### src/hw/rtl/assert_macros.svh
// assertion helpers shared by the deframer rtl
`ifndef ASSERT_MACROS_SVH
`define ASSERT_MACROS_SVH

// general property checked on every rising clock edge outside reset
`define ASSERT_CHK(label, clk, rst, prop, msg) \
   label: assert property (@(posedge clk) disable iff (rst) (prop)) else $error(msg);

// same-cycle implication checked outside reset
`define ASSERT_IMPL(label, clk, rst, ante, cons, msg) \
   label: assert property (@(posedge clk) disable iff (rst) (ante) |-> (cons)) else $error(msg);

`endif

### src/hw/rtl/ifd_pkg.sv
package ifd_pkg;

   localparam int unsigned RX_W    = 8;
   localparam int unsigned LEN_W   = 16;
   localparam int unsigned CSR_IDX_W = 3;

   // bytes in a frame besides the payload, counted from the direction byte
   localparam logic [LEN_W-1:0] OVERHEAD = 16'd6;

   // register indexes on the csr port
   localparam logic [CSR_IDX_W-1:0] CSR_FIRST_MARK  = 3'd0;
   localparam logic [CSR_IDX_W-1:0] CSR_SECOND_MARK = 3'd1;
   localparam logic [CSR_IDX_W-1:0] CSR_DIR_MARK    = 3'd2;
   localparam logic [CSR_IDX_W-1:0] CSR_END_MARK    = 3'd3;
   localparam logic [CSR_IDX_W-1:0] CSR_LEN_LIMIT   = 3'd4;

   // register reset values
   localparam logic [RX_W-1:0]  FIRST_MARK_RST  = 8'd70;
   localparam logic [RX_W-1:0]  SECOND_MARK_RST = 8'd185;
   localparam logic [RX_W-1:0]  DIR_MARK_RST    = 8'd104;
   localparam logic [RX_W-1:0]  END_MARK_RST    = 8'd22;
   localparam logic [LEN_W-1:0] LEN_LIMIT_RST   = 16'd1024;

   typedef enum logic [2:0] {
      ST_VALID      = 3'd0,
      ST_BAD_FIRST  = 3'd1,
      ST_BAD_SECOND = 3'd2,
      ST_BAD_DIR    = 3'd3,
      ST_BAD_LEN    = 3'd4,
      ST_BAD_END    = 3'd5,
      ST_BAD_SUM    = 3'd6
   } status_type;

   typedef struct packed {
      logic [RX_W-1:0]  first_mark;
      logic [RX_W-1:0]  second_mark;
      logic [RX_W-1:0]  dir_mark;
      logic [RX_W-1:0]  end_mark;
      logic [LEN_W-1:0] len_limit;
   } cfg_type;

   typedef struct packed {
      logic             valid;
      logic             is_status;
      logic [RX_W-1:0]  payload_byte;
      status_type       status_code;
      logic [LEN_W-1:0] payload_count;
      logic [LEN_W-1:0] sum_value;
   } result_type;

endpackage

### src/hw/rtl/ifd_parser.sv
`include "assert_macros.svh"

module ifd_parser import ifd_pkg::*; (
   input  logic            clock,
   input  logic            reset,
   input  logic            step,
   input  logic [RX_W-1:0] rx_byte,
   input  cfg_type         cfg,
   output result_type      res
);

   typedef enum logic [2:0] {
      PH_HUNT, PH_SECOND, PH_DIR, PH_LEN_HI, PH_LEN_LO, PH_BODY, PH_END
   } phase_type;

   phase_type        phase_ff, phase_in;
   logic [RX_W-1:0]  len_hi_ff, len_hi_in;
   logic [LEN_W-1:0] count_ff, count_in;
   logic [LEN_W-1:0] seen_ff, seen_in;
   logic [LEN_W-1:0] sum_ff, sum_in;
   logic [LEN_W-1:0] rsum_ff, rsum_in;

   logic [LEN_W-1:0] frame_len;
   logic [LEN_W-1:0] sum_add;

   assign frame_len = {len_hi_ff, rx_byte};
   assign sum_add   = sum_ff + {{(LEN_W-RX_W){1'b0}}, rx_byte};

   always_comb begin
      phase_in  = phase_ff;
      len_hi_in = len_hi_ff;
      count_in  = count_ff;
      seen_in   = seen_ff;
      sum_in    = sum_ff;
      rsum_in   = rsum_ff;
      res       = '0;
      case (phase_ff)
         PH_SECOND: begin
            if (rx_byte != cfg.second_mark) begin
               res.valid       = 1'b1;
               res.is_status   = 1'b1;
               res.status_code = ST_BAD_SECOND;
               phase_in        = PH_HUNT;
            end else begin
               phase_in = PH_DIR;
            end
         end
         PH_DIR: begin
            if (rx_byte != cfg.dir_mark) begin
               res.valid       = 1'b1;
               res.is_status   = 1'b1;
               res.status_code = ST_BAD_DIR;
               phase_in        = PH_HUNT;
            end else begin
               sum_in   = {{(LEN_W-RX_W){1'b0}}, rx_byte};
               phase_in = PH_LEN_HI;
            end
         end
         PH_LEN_HI: begin
            sum_in    = sum_add;
            len_hi_in = rx_byte;
            phase_in  = PH_LEN_LO;
         end
         PH_LEN_LO: begin
            sum_in = sum_add;
            if (frame_len >= cfg.len_limit || frame_len < OVERHEAD) begin
               res.valid       = 1'b1;
               res.is_status   = 1'b1;
               res.status_code = ST_BAD_LEN;
               res.sum_value   = sum_add;
               phase_in        = PH_HUNT;
            end else begin
               seen_in  = '0;
               count_in = frame_len - OVERHEAD;
               phase_in = PH_BODY;
            end
         end
         PH_BODY: begin
            if (seen_ff < count_ff) begin
               // payload byte passes straight out
               seen_in          = seen_ff + 16'd1;
               sum_in           = sum_add;
               res.valid        = 1'b1;
               res.payload_byte = rx_byte;
            end else if (seen_ff == count_ff) begin
               rsum_in = {rx_byte, {RX_W{1'b0}}};
               seen_in = seen_ff + 16'd1;
            end else begin
               rsum_in  = {rsum_ff[LEN_W-1:RX_W], rx_byte};
               phase_in = PH_END;
            end
         end
         PH_END: begin
            res.valid         = 1'b1;
            res.is_status     = 1'b1;
            res.payload_count = count_ff;
            res.sum_value     = sum_ff;
            // end mark is checked ahead of the checksum
            if (rx_byte != cfg.end_mark) begin
               res.status_code = ST_BAD_END;
            end else if (rsum_ff != sum_ff) begin
               res.status_code = ST_BAD_SUM;
            end else begin
               res.status_code = ST_VALID;
            end
            phase_in = PH_HUNT;
         end
         default: begin
            if (rx_byte != cfg.first_mark) begin
               res.valid       = 1'b1;
               res.is_status   = 1'b1;
               res.status_code = ST_BAD_FIRST;
               phase_in        = PH_HUNT;
            end else begin
               phase_in = PH_SECOND;
            end
         end
      endcase
   end

   always_ff @(posedge clock) begin
      if (reset) begin
         phase_ff <= PH_HUNT;
      end else if (step) begin
         phase_ff  <= phase_in;
         len_hi_ff <= len_hi_in;
         count_ff  <= count_in;
         seen_ff   <= seen_in;
         sum_ff    <= sum_in;
         rsum_ff   <= rsum_in;
      end
   end

   `ASSERT_CHK(a_status_rehunts, clock, reset, step && res.valid && res.is_status |=> phase_ff == PH_HUNT, "status did not return to hunting")
   `ASSERT_IMPL(a_seen_bounded, clock, reset, phase_ff == PH_BODY, ({1'b0, seen_ff} <= ({1'b0, count_ff} + 17'd1)), "body byte counter overran payload plus checksum")

endmodule

### src/hw/rtl/isp_frame_deframer_core.sv
// byte-serial deframer for marker / length / sum16 frames
// req channel: one received byte per transfer in req_tdata
// rsp channel: payload bytes as they arrive (rsp_tuser low) and one status
//   transfer per frame or per failure (rsp_tuser high)
// csr channel: register writes, index 0..4 = first mark, second mark,
//   direction mark, end mark, length limit; other indexes are ignored;
//   always ready, write only while the stream is idle
// output: a result is registered and appears on rsp in the cycle after its byte is taken
// throughput: one byte per cycle while rsp is not stalled; the frame state
//   update is the only loop
// reset: synchronous; returns to hunting for the first mark, restores the
//   register defaults and empties the output register
// stall: the output register holds its transfer while rsp_tready is low;
//   req_tready drops only while that register is full and not drained, so
//   a byte is still taken in the cycle the held result leaves
`include "assert_macros.svh"

module isp_frame_deframer_core import ifd_pkg::*; (
   input  logic                 clock,
   input  logic                 reset,
   // input byte stream
   input  logic                 req_tvalid,
   output logic                 req_tready,
   input  logic [7:0]           req_tdata,   // [7:0] rx_byte
   // result stream
   output logic                 rsp_tvalid,
   input  logic                 rsp_tready,
   output logic [47:0]          rsp_tdata,   // [7:0] payload_byte, [10:8] status_code,
                                             // [26:11] payload_count, [42:27] sum_value,
                                             // [47:43] zero
   output logic                 rsp_tuser,   // [0] is_status
   // register writes
   input  logic                 csr_valid,
   output logic                 csr_ready,
   input  logic [CSR_IDX_W-1:0] csr_index,
   input  logic [LEN_W-1:0]     csr_data
);

   cfg_type    cfg_ff;
   result_type step_res;
   logic       step;

   logic             rsp_valid_ff;
   logic             is_status_ff;
   logic [RX_W-1:0]  payload_byte_ff;
   status_type       status_code_ff;
   logic [LEN_W-1:0] payload_count_ff;
   logic [LEN_W-1:0] sum_value_ff;

   // register file, writes always accepted
   assign csr_ready = 1'b1;

   always_ff @(posedge clock) begin
      if (reset) begin
         cfg_ff.first_mark  <= FIRST_MARK_RST;
         cfg_ff.second_mark <= SECOND_MARK_RST;
         cfg_ff.dir_mark    <= DIR_MARK_RST;
         cfg_ff.end_mark    <= END_MARK_RST;
         cfg_ff.len_limit   <= LEN_LIMIT_RST;
      end else if (csr_valid && csr_ready) begin
         case (csr_index)
            CSR_FIRST_MARK:  cfg_ff.first_mark  <= csr_data[RX_W-1:0];
            CSR_SECOND_MARK: cfg_ff.second_mark <= csr_data[RX_W-1:0];
            CSR_DIR_MARK:    cfg_ff.dir_mark    <= csr_data[RX_W-1:0];
            CSR_END_MARK:    cfg_ff.end_mark    <= csr_data[RX_W-1:0];
            CSR_LEN_LIMIT:   cfg_ff.len_limit   <= csr_data;
            default: ;
         endcase
      end
   end

   // take a byte whenever the output register is free or draining
   assign req_tready = !rsp_valid_ff || rsp_tready;
   assign step       = req_tvalid && req_tready;

   ifd_parser u_parser (
      .clock   (clock),
      .reset   (reset),
      .step    (step),
      .rx_byte (req_tdata),
      .cfg     (cfg_ff),
      .res     (step_res)
   );

   // output register: valid flag under reset, payload only loaded
   always_ff @(posedge clock) begin
      if (reset) begin
         rsp_valid_ff <= 1'b0;
      end else if (req_tready) begin
         rsp_valid_ff <= step && step_res.valid;
      end
   end

   always_ff @(posedge clock) begin
      if (step && step_res.valid) begin
         is_status_ff     <= step_res.is_status;
         payload_byte_ff  <= step_res.payload_byte;
         status_code_ff   <= step_res.status_code;
         payload_count_ff <= step_res.payload_count;
         sum_value_ff     <= step_res.sum_value;
      end
   end

   assign rsp_tvalid = rsp_valid_ff;
   assign rsp_tuser  = is_status_ff;
   assign rsp_tdata  = {5'b0, sum_value_ff, payload_count_ff, status_code_ff,
                        payload_byte_ff};

   `ASSERT_IMPL(a_ready_only_on_stall, clock, reset, !req_tready, rsp_valid_ff && !rsp_tready, "input blocked without a stalled result")
   `ASSERT_IMPL(a_payload_fields_zero, clock, reset, rsp_tvalid && !rsp_tuser, rsp_tdata[42:8] == 35'd0, "payload transfer carries status fields")
   `ASSERT_CHK(a_taken_on_drain, clock, reset, rsp_valid_ff && rsp_tready && !(req_tvalid && step_res.valid) |=> !rsp_valid_ff, "drained result was not released")

endmodule
### config.mk
export PLATFORM = sky130hd
export DESIGN_NAME = isp_frame_deframer_core
export DESIGN_NICKNAME = d
export VERILOG_FILES = /design/src/hw/rtl/ifd_pkg.sv /design/src/hw/rtl/ifd_parser.sv /design/src/hw/rtl/isp_frame_deframer_core.sv
export VERILOG_INCLUDE_DIRS = /design/src /design/src/hw/rtl
export SDC_FILE = /design/constraint.sdc
export NUM_CORES = 1
export LEC_CHECK = 0
export ABC_AREA = 1
export BUFFER_PORTS_ARGS = -buffer_cell sky130_fd_sc_hd__buf_2
export CAP_MARGIN = 20
export CORE_ASPECT_RATIO = 0.8
export CORE_UTILIZATION = 40
export CTS_CLUSTER_DIAMETER = 150
export DETAILED_ROUTE_END_ITERATION = 10
export PLACE_DENSITY = 0.59
export SYNTH_ARGS = -nofsm -noshare
export SYNTH_HDL_FRONTEND = slang
export SYNTH_SLANG_ARGS = --single-unit
### constraint.sdc
create_clock -name clock -period 3.1 [get_ports clock]
set_input_delay 0.31 -clock clock [delete_from_list [all_inputs] [get_ports clock]]
set_output_delay 0.31 -clock clock [all_outputs]
set_load 0.1 [all_outputs]
After elaboration in Yosys (flattened, before gate mapping). Cells that the tools add are included.

Register bits: 168. Input port bits: 32. Output and inout bits: 52. Logic and storage cells: 102.

$add $sub $neg: 3. $lt $le $gt $ge: 3. Equality and inequality tests: 22. Mux-type cells: 30. Bitwise operators: 3. Reduce and logical (&&, ||, !) cells: 23.

Operators with widths (number): two-way mux 16 bit (6); case mux 16 bit (2 select lines) (2); case mux 16 bit (3 select lines) (1); != test 8 bit (4); two-way mux 3 bit (6); case mux 3 bit (6 select lines) (1); adder 16 x 1 -> 16 bit (second input constant) (1); adder 16 x 8 -> 16 bit (1); equality test 16 bit (1); greater-or-equal comparator 16 bit (1); less-than comparator 16 bit (1); less-than comparator 16 x 3 -> 1 bit (second input constant) (1); two-way mux 2 bit (8); != test 16 bit (1); subtractor 16 x 3 -> 16 bit (second input constant) (1); case mux 3 bit (5 select lines) (1); AND reduction 5 bit (3); equality test 3 x 2 -> 1 bit (second input constant) (4); equality test 3 bit (second input constant) (4); AND reduction 2 bit (6); != test 2 bit (second input constant) (4); AND reduction 4 bit (2); equality test 3 x 1 -> 1 bit (second input constant) (2); case mux 1 bit (6 select lines) (1); 13 further kinds (21).

Depth between registers and ports, before layout.
Word-level depth: 5. Depth in mapped cells: 16.

Cells and area by module. A second synthesis with hierarchy kept.

Cell total of the unflattened synthesis: 1036. Area, all modules: 9213.8 um^2.

By module, submodules not included: ifd_parser (instances 1, cells each 703, area each 5810.6 um^2, seq. area each 2222.1 um^2); isp_frame_deframer_core (instances 1, cells each 333, area each 3403.3 um^2, seq. area each 2302.2 um^2).

Worst setup path after synthesis. Ideal clock, no wire load.

Path type: register -> register. Start point: register rsp_valid_ff, in the netlist rsp_tvalid. End point: register u_parser.sum_ff[0] (enable). Data arrival time: 3152 ps. Slack: -461 ps. Stages on the path, launching flop included: 6. Buffers on the path: 0. Path through: dfxtp_1 nand2_1 nand2_1 nor2_1 o21ai_0 nor3_1.

Cells in the longest elaborated chain, start to end: 4.

Ends and longest elaborated chain: start, declared (RTL line isp_frame_deframer_core.sv:43) `logic rsp_valid_ff;`; start signal, assigned (RTL line isp_frame_deframer_core.sv:90) `rsp_valid_ff <= step && step_res.valid;`; zero test 1 bit (RTL line isp_frame_deframer_core.sv:73) `assign req_tready = !rsp_valid_ff || rsp_tready;`; logical OR 1 bit (RTL line isp_frame_deframer_core.sv:73); net req_tready (RTL line isp_frame_deframer_core.sv:23) `output logic req_tready,`; logical AND 1 bit (RTL line isp_frame_deframer_core.sv:74) `assign step = req_tvalid && req_tready;`; AND reduction 5 bit (no source line); end signal, assigned (RTL line ifd_parser.sv:129) `sum_ff <= sum_in;`; end, declared (RTL line ifd_parser.sv:20) `logic [LEN_W-1:0] sum_ff, sum_in;`.

The timed path passes the listed nets, and every way through them passes these cells. A chain may end at the register's enable or synchronous reset.

Worst setup path after layout.
Start point: register u_parser.len_hi_ff[3]. End point: register payload_byte_ff[1] (enable).

Cells in the longest elaborated chain, start to end: 5.

Ends and longest elaborated chain: start, declared (RTL line ifd_parser.sv:17) `logic [RX_W-1:0] len_hi_ff, len_hi_in;`; start signal, assigned (RTL line ifd_parser.sv:126) `len_hi_ff <= len_hi_in;`; greater-or-equal comparator 16 bit or less-than comparator 16 x 3 -> 1 bit (tied branches) (RTL line ifd_parser.sv:66) `if (frame_len >= cfg.len_limit || frame_len < OVERHEAD) begin`; logical OR 1 bit (*) (RTL line ifd_parser.sv:66); two-way mux 2 bit (*) (RTL line ifd_parser.sv:66); case mux 1 bit (6 select lines) (*) (RTL line ifd_parser.sv:37) `case (phase_ff)`; logical AND 1 bit (*) (RTL line isp_frame_deframer_core.sv:95) `if (step && step_res.valid) begin`; end signal, assigned (RTL line isp_frame_deframer_core.sv:97) `payload_byte_ff <= step_res.payload_byte;`; end, declared (RTL line isp_frame_deframer_core.sv:45) `logic [RX_W-1:0] payload_byte_ff;`.

Mark *: on every way between the ends. The rest lies on a longest branch, timed or not.

==> run metrics <==
Pwr Density=501 nW/um^2; final setup violation count=0; startpoint types=flip-flop; grt total ovfl=0; Final ANT Viol Nets=0; worst path arrival time=2.63 ns; total length of routed wires=20700 um; FF+latch count, synth=168; WL/cell=15.2 um; Iter 0 DRT Violations=459; gpl congestion=0.918; CTS tree=done; H-tree levels=4; Clock Latency Late Sink=0.43 ns; drt pass-1 iters=5; Core Region=21700 um^2; clock tree sinks=168; via count=6517; Max Fanout on Critical Path=44; Worst Max-Slew Pin Slew=0.739 ns; postcts setup bufs=0; sequential-to-total area share from yosys stat=0.510; dpl ws=0.231 ns; CTS Buf Count=17; number of global-route vias before repair=6231; layout cells sized above 1=0.176; VDD IR-drop max=0.000262 V; share of the synthesized area in the top cell type=0.393; syn_area_per_cell=9.30 um^2; CTS root buffer=clkbuf_16; Rows=48; Hold WC Path Type=in2reg; hold bufs inserted after CTS=0; Most used DFF post-synth=edfxtp_1; first-pass GRT wire length=33200 um; worst path required time=3.17 ns; clock transition at the registers of the reported paths=0.06 ns; Ys Warns=0; outcome=completed; Die W=169 um; Fin Setup TNS=0 ns; minimum clock period=2.56 ns; Max Fclk=391 MHz; final hold violation count=0; clock buffer depth=2; Mapped Area=8870 um^2; Pleak=4.18 nW; crit path kind=reg2reg; post-synth top area cell=edfxtp_1; slew margin rel.=0.506; top post-synthesis cells by area=edfxtp_1 39%, dfxtp_1 12%, nand2_1 6.6%, ha_1 5.9%, nor2_1 5.5%; commonest cells in the netlist=156 x nand2_1, 129 x nor2_1, 116 x edfxtp_1; Final nets=1121; fin. max-slew vios=0; die area=22800 um^2; critical path capture point type=flip-flop; Gate Count Post-Synth=954; RSZ-0062 raised after global routing=no; fin worst setup slack=0.540 ns; Tcrit/Tclk final=0.826; IO buf count=77; Filler Cells Inserted=2083; # DRC=0; GRT Util Overall=0.193; Die Height=135 um; ys async rst share=0; largest net degree at the start of global routing=50; Initial Util=0.409; Overall Power=5.10 mW; Post-synth EDFFs=116; initial antenna violation count=0; Post-DP HPWL=15200 um; most common cell in the synthesized netlist=nand2_1; Final Skew=0.00877 ns; I/O pins=84; vias per cell=4.80; hold_ws=0.105 ns; synth unique cells=46; ANT cells=0; Area Overhead vs Synth=14.8%; Maximum Capacitance Violations=0
-- flip-flops by register name, summed over array words and instances, names as in the netlist --
| register | count |
|---|---|
| cfg_ff | 48 |
| payload_byte_ff | 8 |
| payload_count_ff | 16 |
| rsp_tuser | 1 |
| rsp_tvalid | 1 |
| status_code_ff | 3 |
| sum_value_ff | 16 |
| u_parser.count_ff | 16 |
| u_parser.len_hi_ff | 8 |
| u_parser.phase_ff | 3 |
| u_parser.rsum_ff | 16 |
| u_parser.seen_ff | 16 |
| u_parser.sum_ff | 16 |
-- cell families after synthesis --
| family | Yosys count | share of synthesized area |
|---|---|---|
| buf+inv | 154 | 0.0735 |
| compound gates | 139 | 0.0922 |
| xor+xnor | 68 | 0.0671 |
| other cells | 2 | 0.000847 |
| flops | 168 | 0.510 |
| fa+ha+maj | 43 | 0.0615 |
| simple gates | 380 | 0.195 |
-- placed cells by master (no fill, tap or decap), types with 7 or more instances in the layout --
cell type,count
ha_1,42
xor2_1,29
buf_2,77
clkbuf_16,17
xnor2_1,39
a21oi_1,51
nor2_2,7
inv_2,9
nand3_1,35
nand2_1,155
nor3_1,9
dfxtp_1,52
nor2_1,129
edfxtp_1,116
buf_4,23
nand4_1,11
nor3_2,7
o22ai_2,8
o21ai_1,7
inv_1,110
o21ai_0,52
-- where the power goes --
group | switching [mW] | leakage (nW) | total, mW | internal (mW)
clock network | 0.904 | 0.252 | 2.00 | 1.09
logic | 0.506 | 2.36 | 0.636 | 0.130
registers | 0.0220 | 1.57 | 2.47 | 2.45
total | 1.43 | 4.18 | 5.10 | 3.67
-- path summary, 6_finish.rpt --
| kind | startpoint | end | slack (ns) | cells past startpoint |
|---|---|---|---|---|
| worst max-delay path | u_parser.len_hi_ff[3] | payload_byte_ff[1] | 0.54 | 9 |
| worst min-delay path | req_tdata[5] | u_parser.len_hi_ff[5] | 0.11 | 1 |
| worst max register to register | u_parser.len_hi_ff[3] | payload_byte_ff[1] | 0.54 | 9 |
| worst min register to register | cfg_ff[6] | cfg_ff[6] | 0.46 | 2 |
-- routing by layer --
layer,vias up,routed length [um],share of wire,track usage
met4,0,337,0.016,0.0611
met1,3018,10500,0.51,0.276
met3,22,918,0.044,0.0356
met2,149,8970,0.43,0.294
li1,3328,-,-,-
met5,-,0,0,0
-- critical path: stages, from the launching register on --
cell and delay (ns):
edfxtp_1 0.47, ha_1 0.34, nand2_1 0.08, nor4_1 0.27, nand2_1 0.18, nand2_8 0.14, nand2_4 0.05, nand3_2 0.07
nand2_1 0.10, inv_4 0.45
-- what timing repair did --
action | in CTS | in global routing
endpoints found under the setup margin | 0 | 15
endpoints found under the hold margin | 0 | 0
gates resized for setup | 0 | 2
-- per-stage QoR --
step / util / instance area [um^2] / cells
4_1_cts: 0.470 / 10200 / 1359
5_1_grt: 0.470 / 10200 / 1359
2_1_floorplan: - / 8900 / 958
3_3_place_gp: 0.445 / 9640 / 1327
6_report: 0.470 / 10200 / 1359
3_5_place_dp: 0.445 / 9640 / 1327
-- area by class of cell --
type,count,area [um^2],share of cell area
Sequential cell,168,4520,0.444
Multi-Input combinational cell,636,3720,0.366
Timing Repair Buffer,100,558,0.0548
Inverter,123,467,0.0458
Clock buffer,18,429,0.0421
Tap cell,300,375,0.0369
Clock inverter,14,108,0.0106
Note: power is estimated with default switching activity, not from simulation.
